`src/rtl/core/tcfof_pkg.sv`:
```
// Package for the two-class oldest-first FIFO: entry type, control and
// status structs, operation and status codes. No dependencies.
`default_nettype none

package tcfof_pkg;

  // Operation codes carried in the input tuser.
  localparam logic [1:0] OP_ENQUEUE   = 2'd0;
  localparam logic [1:0] OP_ADOPT_DOG = 2'd1;
  localparam logic [1:0] OP_ADOPT_CAT = 2'd2;
  localparam logic [1:0] OP_ADOPT_ANY = 2'd3;

  // Result status codes carried in the output tuser.
  localparam logic [1:0] ST_ENQUEUED = 2'd0;
  localparam logic [1:0] ST_ADOPTED  = 2'd1;
  localparam logic [1:0] ST_EMPTY    = 2'd2;
  localparam logic [1:0] ST_FULL     = 2'd3;

  // Animal classes.
  localparam logic CLASS_DOG = 1'b0;
  localparam logic CLASS_CAT = 1'b1;

  // Arrival date packed so that an unsigned compare is chronological.
  typedef struct packed {
    logic [13:0] year;
    logic [3:0]  month;
    logic [4:0]  day;
  } date_t;

  // One queue entry.
  typedef struct packed {
    logic [63:0] name_lo;
    logic [7:0]  name_hi;
    date_t       date;
  } entry_t;

  // Control from the top level to one queue.
  typedef struct packed {
    logic enq;
    logic deq;
  } q_ctl_t;

  // Status from one queue to the top level.
  typedef struct packed {
    logic empty;
    logic full;
  } q_stat_t;

endpackage

`default_nettype wire

```
`src/rtl/core/tcfof_cell.sv`:
```
// One storage cell of the shifting queue chain.
// Depends on tcfof_pkg for the entry type.
`default_nettype none

module tcfof_cell (
  input  wire logic             clk,
  input  wire logic             shift,      // take the neighbor's entry
  input  wire logic             load,       // take the new entry
  input  wire tcfof_pkg::entry_t load_data,
  input  wire tcfof_pkg::entry_t next_data, // entry of the cell behind this one
  output tcfof_pkg::entry_t      data
);

  tcfof_pkg::entry_t data_r;
  tcfof_pkg::entry_t data_nxt;

  // A dequeue moves every entry one cell toward the head; an enqueue
  // fills only the cell at the current fill level.
  always_comb begin
    data_nxt = data_r;
    if (shift) begin
      data_nxt = next_data;
    end else if (load) begin
      data_nxt = load_data;
    end
  end

  always_ff @(posedge clk) begin
    data_r <= data_nxt;
  end

  assign data = data_r;

endmodule

`default_nettype wire

```
`src/rtl/core/tcfof_queue.sv`:
```
// One bounded FIFO built as a chain of cells with the head in cell zero.
// Depends on tcfof_pkg and tcfof_cell.
`default_nettype none

module tcfof_queue #(
  parameter int QUEUE_DEPTH = 16
) (
  input  wire logic              clk,
  input  wire logic              rst_n,
  input  wire tcfof_pkg::q_ctl_t  ctl,
  input  wire tcfof_pkg::entry_t  wr_entry,
  output tcfof_pkg::entry_t       head,
  output tcfof_pkg::q_stat_t      stat
);

  localparam int CNT_W = $clog2(QUEUE_DEPTH + 1);

  logic [CNT_W-1:0] cnt_r;
  logic [CNT_W-1:0] cnt_nxt;

  tcfof_pkg::entry_t cell_data [QUEUE_DEPTH];

  // Fill level: an enqueue never meets a dequeue on the same queue.
  always_comb begin
    cnt_nxt = cnt_r;
    if (ctl.enq) begin
      cnt_nxt = cnt_r + CNT_W'(1);
    end else if (ctl.deq) begin
      cnt_nxt = cnt_r - CNT_W'(1);
    end
  end

  always_ff @(posedge clk) begin
    if (!rst_n) begin
      cnt_r <= '0;
    end else begin
      cnt_r <= cnt_nxt;
    end
  end

  // The chain of cells; the last one shifts in a blank entry.
  for (genvar i = 0; i < QUEUE_DEPTH; i++) begin : g_cell
    tcfof_pkg::entry_t next_data;
    if (i == QUEUE_DEPTH - 1) begin : g_tail
      assign next_data = '0;
    end else begin : g_mid
      assign next_data = cell_data[i+1];
    end
    tcfof_cell u_cell (
      .clk       (clk),
      .shift     (ctl.deq),
      .load      (ctl.enq && (cnt_r == CNT_W'(i))),
      .load_data (wr_entry),
      .next_data (next_data),
      .data      (cell_data[i])
    );
  end

  assign head       = cell_data[0];
  assign stat.empty = (cnt_r == '0);
  assign stat.full  = (cnt_r == CNT_W'(QUEUE_DEPTH));

endmodule

`default_nettype wire

```
`src/rtl/core/two_class_fifo_oldest_first_top.sv`:
```
// Top level of the two-class oldest-first FIFO: op decode, head compare
// and output register. Depends on tcfof_pkg and tcfof_queue.
//
//   channel | direction | tdata                       | tuser
//   in_     | slave     | name, arrival date (96 bit) | op, pet_class
//   out_    | master     | adopted name (72 bit)       | status, adopted_class
//
// The queue heads sit in cell zero of each chain, so the oldest-first compare
// and the update of both chains finish in the cycle of acceptance, and the
// result lands in the output register.
// A new word is taken while the output register is empty or being drained.
// Reset (synchronous, active low) empties both queues and the output register.
`default_nettype none

module two_class_fifo_oldest_first_top #(
  parameter int QUEUE_DEPTH = 16
) (
  input  wire logic        clk,
  input  wire logic        rst_n,
  input  wire logic        in_tvalid,
  output logic             in_tready,
  // [63:0] name_first_eight, [71:64] name_last_char, [85:72] arrival_year,
  // [89:86] arrival_month, [94:90] arrival_day, [95] zero
  input  wire logic [95:0] in_tdata,
  // [1:0] op, [2] pet_class
  input  wire logic [2:0]  in_tuser,
  output logic             out_tvalid,
  input  wire logic        out_tready,
  // [63:0] adopted_name_first_eight, [71:64] adopted_name_last_char
  output logic [71:0]      out_tdata,
  // [1:0] status, [2] adopted_class
  output logic [2:0]       out_tuser
);

  logic        accept;
  logic [1:0]  op;
  logic        pet_class;
  tcfof_pkg::entry_t  wr_entry;
  tcfof_pkg::entry_t  dog_head;
  tcfof_pkg::entry_t  cat_head;
  tcfof_pkg::q_ctl_t  dog_ctl;
  tcfof_pkg::q_ctl_t  cat_ctl;
  tcfof_pkg::q_stat_t dog_stat;
  tcfof_pkg::q_stat_t cat_stat;

  logic        out_valid_r;
  logic        out_valid_nxt;
  logic [1:0]  status_r;
  logic [1:0]  status_nxt;
  logic        class_r;
  logic        class_nxt;
  logic [63:0] name_lo_r;
  logic [63:0] name_lo_nxt;
  logic [7:0]  name_hi_r;
  logic [7:0]  name_hi_nxt;

  // Unpack the input word.
  assign op                  = in_tuser[1:0];
  assign pet_class           = in_tuser[2];
  assign wr_entry.name_lo    = in_tdata[63:0];
  assign wr_entry.name_hi    = in_tdata[71:64];
  assign wr_entry.date.year  = in_tdata[85:72];
  assign wr_entry.date.month = in_tdata[89:86];
  assign wr_entry.date.day   = in_tdata[94:90];

  assign in_tready = !out_valid_r || out_tready;
  assign accept    = in_tvalid && in_tready;

  // Decode the operation, choose the queue and build the result.
  always_comb begin
    logic take_dog;
    logic take_cat;
    take_dog    = 1'b0;
    take_cat    = 1'b0;
    dog_ctl     = '0;
    cat_ctl     = '0;
    status_nxt  = tcfof_pkg::ST_EMPTY;
    case (op)
      tcfof_pkg::OP_ENQUEUE: begin
        if (pet_class == tcfof_pkg::CLASS_DOG) begin
          dog_ctl.enq = accept && !dog_stat.full;
          status_nxt  = dog_stat.full ? tcfof_pkg::ST_FULL : tcfof_pkg::ST_ENQUEUED;
        end else begin
          cat_ctl.enq = accept && !cat_stat.full;
          status_nxt  = cat_stat.full ? tcfof_pkg::ST_FULL : tcfof_pkg::ST_ENQUEUED;
        end
      end
      tcfof_pkg::OP_ADOPT_DOG: take_dog = !dog_stat.empty;
      tcfof_pkg::OP_ADOPT_CAT: take_cat = !cat_stat.empty;
      tcfof_pkg::OP_ADOPT_ANY: begin
        // Older head wins; equal dates go to the dog.
        if (!dog_stat.empty && !cat_stat.empty) begin
          take_dog = (dog_head.date <= cat_head.date);
          take_cat = !take_dog;
        end else begin
          take_dog = !dog_stat.empty;
          take_cat = !cat_stat.empty;
        end
      end
      default: begin
        take_dog = 1'b0;
      end
    endcase

    dog_ctl.deq = accept && take_dog;
    cat_ctl.deq = accept && take_cat;

    class_nxt   = 1'b0;
    name_lo_nxt = '0;
    name_hi_nxt = '0;
    if (take_dog) begin
      status_nxt  = tcfof_pkg::ST_ADOPTED;
      class_nxt   = tcfof_pkg::CLASS_DOG;
      name_lo_nxt = dog_head.name_lo;
      name_hi_nxt = dog_head.name_hi;
    end else if (take_cat) begin
      status_nxt  = tcfof_pkg::ST_ADOPTED;
      class_nxt   = tcfof_pkg::CLASS_CAT;
      name_lo_nxt = cat_head.name_lo;
      name_hi_nxt = cat_head.name_hi;
    end
  end

  tcfof_queue #(
    .QUEUE_DEPTH (QUEUE_DEPTH)
  ) u_dog_queue (
    .clk      (clk),
    .rst_n    (rst_n),
    .ctl      (dog_ctl),
    .wr_entry (wr_entry),
    .head     (dog_head),
    .stat     (dog_stat)
  );

  tcfof_queue #(
    .QUEUE_DEPTH (QUEUE_DEPTH)
  ) u_cat_queue (
    .clk      (clk),
    .rst_n    (rst_n),
    .ctl      (cat_ctl),
    .wr_entry (wr_entry),
    .head     (cat_head),
    .stat     (cat_stat)
  );

  // Output register valid flag.
  always_comb begin
    out_valid_nxt = out_valid_r;
    if (accept) begin
      out_valid_nxt = 1'b1;
    end else if (out_tready) begin
      out_valid_nxt = 1'b0;
    end
  end

  always_ff @(posedge clk) begin
    if (!rst_n) begin
      out_valid_r <= 1'b0;
    end else begin
      out_valid_r <= out_valid_nxt;
    end
  end

  // Result payload, loaded on each accepted word.
  always_ff @(posedge clk) begin
    if (accept) begin
      status_r  <= status_nxt;
      class_r   <= class_nxt;
      name_lo_r <= name_lo_nxt;
      name_hi_r <= name_hi_nxt;
    end
  end

  assign out_tvalid = out_valid_r;
  assign out_tdata  = {name_hi_r, name_lo_r};
  assign out_tuser  = {class_r, status_r};

endmodule

`default_nettype wire
```
`config.mk`:
```
export PLATFORM = sky130hd
export DESIGN_NAME = two_class_fifo_oldest_first_top
export DESIGN_NICKNAME = d
export VERILOG_FILES = /design/src/rtl/core/tcfof_pkg.sv /design/src/rtl/core/tcfof_cell.sv /design/src/rtl/core/tcfof_queue.sv /design/src/rtl/core/two_class_fifo_oldest_first_top.sv
export SDC_FILE = /design/constraint.sdc
export NUM_CORES = 2
export LEC_CHECK = 0
export ABC_AREA = 1
export BUFFER_PORTS_ARGS = -buffer_cell sky130_fd_sc_hd__buf_2
export CORE_UTILIZATION = 63
export CTS_BUF_LIST = sky130_fd_sc_hd__clkbuf_16
export CTS_CLUSTER_DIAMETER = 40
export DETAILED_ROUTE_END_ITERATION = 16
export PLACE_DENSITY = 0.8
export SKIP_LAST_GASP = 1
export SYNTH_ARGS = -nofsm -noshare
export SYNTH_HDL_FRONTEND = slang
export SYNTH_SLANG_ARGS = --single-unit
```
`constraint.sdc`:
```
create_clock -name clk -period 13 [get_ports clk]
set_input_delay 1.95 -clock clk [delete_from_list [all_inputs] [get_ports clk]]
set_output_delay 1.95 -clock clk [all_outputs]
set_load 0.02 [all_outputs]
```
==> impl_metrics.csv <==
group,metric,value,unit
outcome,run_status,"finished, final reports clean",
routing,drtIter0Drc,13954,
cells_and_area,nets,11053,
sta,worst_pin_slew,1.34,ns
clock_network,clk_path_buf_depth,4,
yosys,synth_ff_type,"edfxtp_1",
cells_and_area,drive_gt1_share,8.60,%
yosys,syn_area_per_cell,11.6,um^2
routing,drcViolationCount,0,
worst_setup_path,startpoint_type,"flip-flop",
yosys,async_flop_share,0,%
place,io_buffers,178,
routing,post_drt_wl_per_cell,22.4,um
worst_setup_path,critPathArrivalTime,7.17,ns
floorplanning,pin_count,180,
sta,slew_headroom,10.6,%
yosys,synth_top_area_share,69.5,%
sta,fmax,155,MHz
place,placed_area,129000,um^2
cells_and_area,area_delta_synth_final,12.3,%
floorplanning,die_w,450,um
yosys,ys_seq_area_share,72.7,%
sta,setup_violations,0,
yosys,ys_warn_count,0,
worst_setup_path,crit_required,13.70,ns
worst_setup_path,crit_fanout,112,
worst_setup_path,reg2reg_slack,6.54,ns
grt,antenna_found_initial,49,
hold_path,min_path_cells,2,
routing,postRouteAntennaNets,0,
floorplanning,dieHeight,450,um
power,p_per_area,184,nW/um^2
worst_setup_path,reg2reg_to,"u_cat_queue.g_cell[0].u_cell.data[84]",
sta,fin_crit,6.46,ns
clock_network,post_cts_resized,0,
sta,final-hold-violation-count,0,
yosys,synth_top_cell_by_area,"edfxtp_1",
sta,setup_tns,0,ns
floorplanning,die_area,202000,um^2
routing,avgViaCountPerCell,5.85,
worst_setup_path,end_kind,"flip-flop",
yosys,synth_nets,11004,
clock_network,clkSinkCount,3126,
grt,grt_max_degree,279,
run,drv_cap,0,
yosys,synth_edf_count,2925,
worst_setup_path,ff2ff_path_depth,15,
yosys,postSynthCellCount,10866,
cells_and_area,post-route-cell-area,142000,um^2
sta,skew,0.0605,ns
clock_network,clkTransAtPathRegs,0.06,ns
worst_setup_path,crit_path_start,"u_dog_queue.g_cell[0].u_cell.data[6]",
hold_path,worstHoldPathType,"reg2reg",
grt,overflow,0,
cells_and_area,register_area,91900,um^2
clock_network,cts_tree,"built",
power,leakagePower,58.7,nW
clock_network,cts_root_buffer,"clkbuf_16",
floorplanning,initial_core_util,63.7,%
floorplanning,row_count,163,
grt,grt.total_usage,30.3,%
worst_setup_path,worstSetupPathType,"reg2reg",
grt,grt_pass1_vias,79487,
grt,grt_pass1_wl,467000,um
clock_network,postCtsSetupRepairBufs,0,
worst_setup_path,r2r-start,"u_dog_queue.g_cell[0].u_cell.data[6]",
clock_network,insertion_delay,0.97,ns
routing,drt_wl_total,311000,um
place,place.gp.congestion,0.833,
sta,period_share,49.7,%
clock_network,cts_buffers,386,
yosys,synth_cell_types,32,
cells_and_area,multi_input_area,19900,um^2
cells_and_area,fillers,11760,
routing,num_vias,81374,
floorplanning,core,198000,um^2
worst_setup_path,endpoint,"u_cat_queue.g_cell[0].u_cell.data[84]",
clock_network,hold_buffers,0,
yosys,syn_area,126000,um^2
sta,slew_violations,0,
place,dpl.hpwl,160000,um
clock_network,htree_levels,5,
sta,grt_setup_unrepaired,"no",
yosys,ys_seq_elements,3126,
power,ir_worst_vdd,0.000175,V
yosys,synth_area_leaders,"edfxtp_1, o21ai_0, inv_1",
routing,dr.pass1.iters,8,
critical path, cell delays in order, from the launching register on:
cell      delay, ns
edfxtp_1       0.44
ha_1           0.33
nand2_1        0.07
nor2_1         0.16
nand2_1        0.09
nor3_1         0.41
a21oi_2        0.18
nand2_1        0.12
nand2_2        0.08
nand3_4        0.33
buf_4          0.67
buf_4          0.91
buf_4          0.76
buf_4          0.72
nand2_2        0.37
o21ai_1        0.35
metrics by stage:
step	setup WS [ns]	hold slack (ns)	total power (W)	utilization [%]	cells
floorplan	0.657	0.504	0.0146	-	10866
global placement	5.97	0.502	0.0152	65.0	13167
detailed placement	5.87	0.501	0.0154	65.0	13167
CTS	6.84	0.525	0.0261	71.5	13863
global route	6.29	0.541	0.0268	71.5	13890
finish	6.54	0.526	0.0261	71.5	13900
how the worst min path moves through the flow:
stage | start | end
after floorplan | u_dog_queue.cnt_r[4] | u_dog_queue.cnt_r[4]
after CTS | out_tvalid | out_tvalid
after global routing | u_cat_queue.g_cell[0].u_cell.data[31] | name_lo_r[0]
after detailed placement | out_tvalid | out_tvalid
final | out_tvalid | out_tvalid
after global placement | out_tvalid | out_tvalid
area by class of cell:
| type | instances | area share, % |
|---|---|---|
| Multi-Input combinational cell | 3926 | 14.0 |
| Timing Repair Buffer | 274 | 1.25 |
| Tap cell | 2640 | 2.33 |
| Sequential cell | 3126 | 64.8 |
| Antenna cell | 37 | 0.0653 |
| Clock inverter | 302 | 2.11 |
| Inverter | 3201 | 8.48 |
| Clock buffer | 394 | 6.95 |
metal layers:
layer  share of wire (%)  vias to the layer above  global-route usage [%]
met4                 4.4                       12                    14.6
li1                    -                    35663                       -
met2                  48                     5535                    48.1
met5               0.023                        -                       0
met1                  37                    39361                    40.9
met3                  11                      803                    5.45
placed cells by master (no fill, tap or decap), types with 3 or more instances in the layout:
cell	Yosys	layout
inv_1	3198	3249
o21ai_0	2953	2925
edfxtp_1	2925	2925
nand2_1	603	602
clkbuf_16	0	394
dfxtp_1	201	201
buf_2	303	178
o21ai_1	122	122
buf_4	18	83
a22o_1	72	72
inv_6	0	55
nand2_2	52	51
clkinv_1	2	47
bufinv_16	0	43
diode_2	0	37
clkinvlp_4	0	36
ha_1	35	35
clkinv_4	0	30
o21ai_4	0	28
clkinv_2	0	27
nand3_1	23	23
nor2_1	22	22
a21oi_1	18	18
buf_12	0	13
inv_8	0	11
xor2_1	7	7
clkinv_8	0	4
nor3_1	4	3
flip-flops by register name, summed over array words and instances, names as in the netlist:
name	cells
class_r	1
name_hi_r	8
name_lo_r	64
out_tvalid	1
status_r	2
u_cat_queue.cnt_r	5
u_cat_queue.g_cell.u_cell.data	1520
u_dog_queue.cnt_r	5
u_dog_queue.g_cell.u_cell.data	1520
synthesized netlist by cell type, types with 2 or more instances:
cell and n:
o21ai_1 122, clkbuf_1 268, o21ai_0 2953, nand3_2 2, nor2_1 22, a21oi_1 18, ha_1 35, nor3_1 4
xnor2_1 2, buf_2 303, a22o_1 72, dfxtp_1 201, inv_1 3198, nand4_1 2, buf_4 18, buf_6 21
nand2_2 52, edfxtp_1 2925, buf_1 2, xor2_1 7, o31ai_1 2, nand3_1 23, nand2_1 603, nor2_2 2
clkinv_1 2
cell families after synthesis:
group / after synthesis / share of synthesized area, %
fa+ha+maj: 35 / 0.347
xor+xnor: 9 / 0.0624
flops: 3126 / 72.7
compound gates: 3170 / 12.8
buf+inv: 3814 / 11.8
simple gates: 712 / 2.28
where the power goes:
group          internal, W  switching, W
clock network      0.00643       0.00429
logic             0.000522       0.00224
registers           0.0124      0.000277
total               0.0193       0.00680
Power figures use the tool's default switching activity.
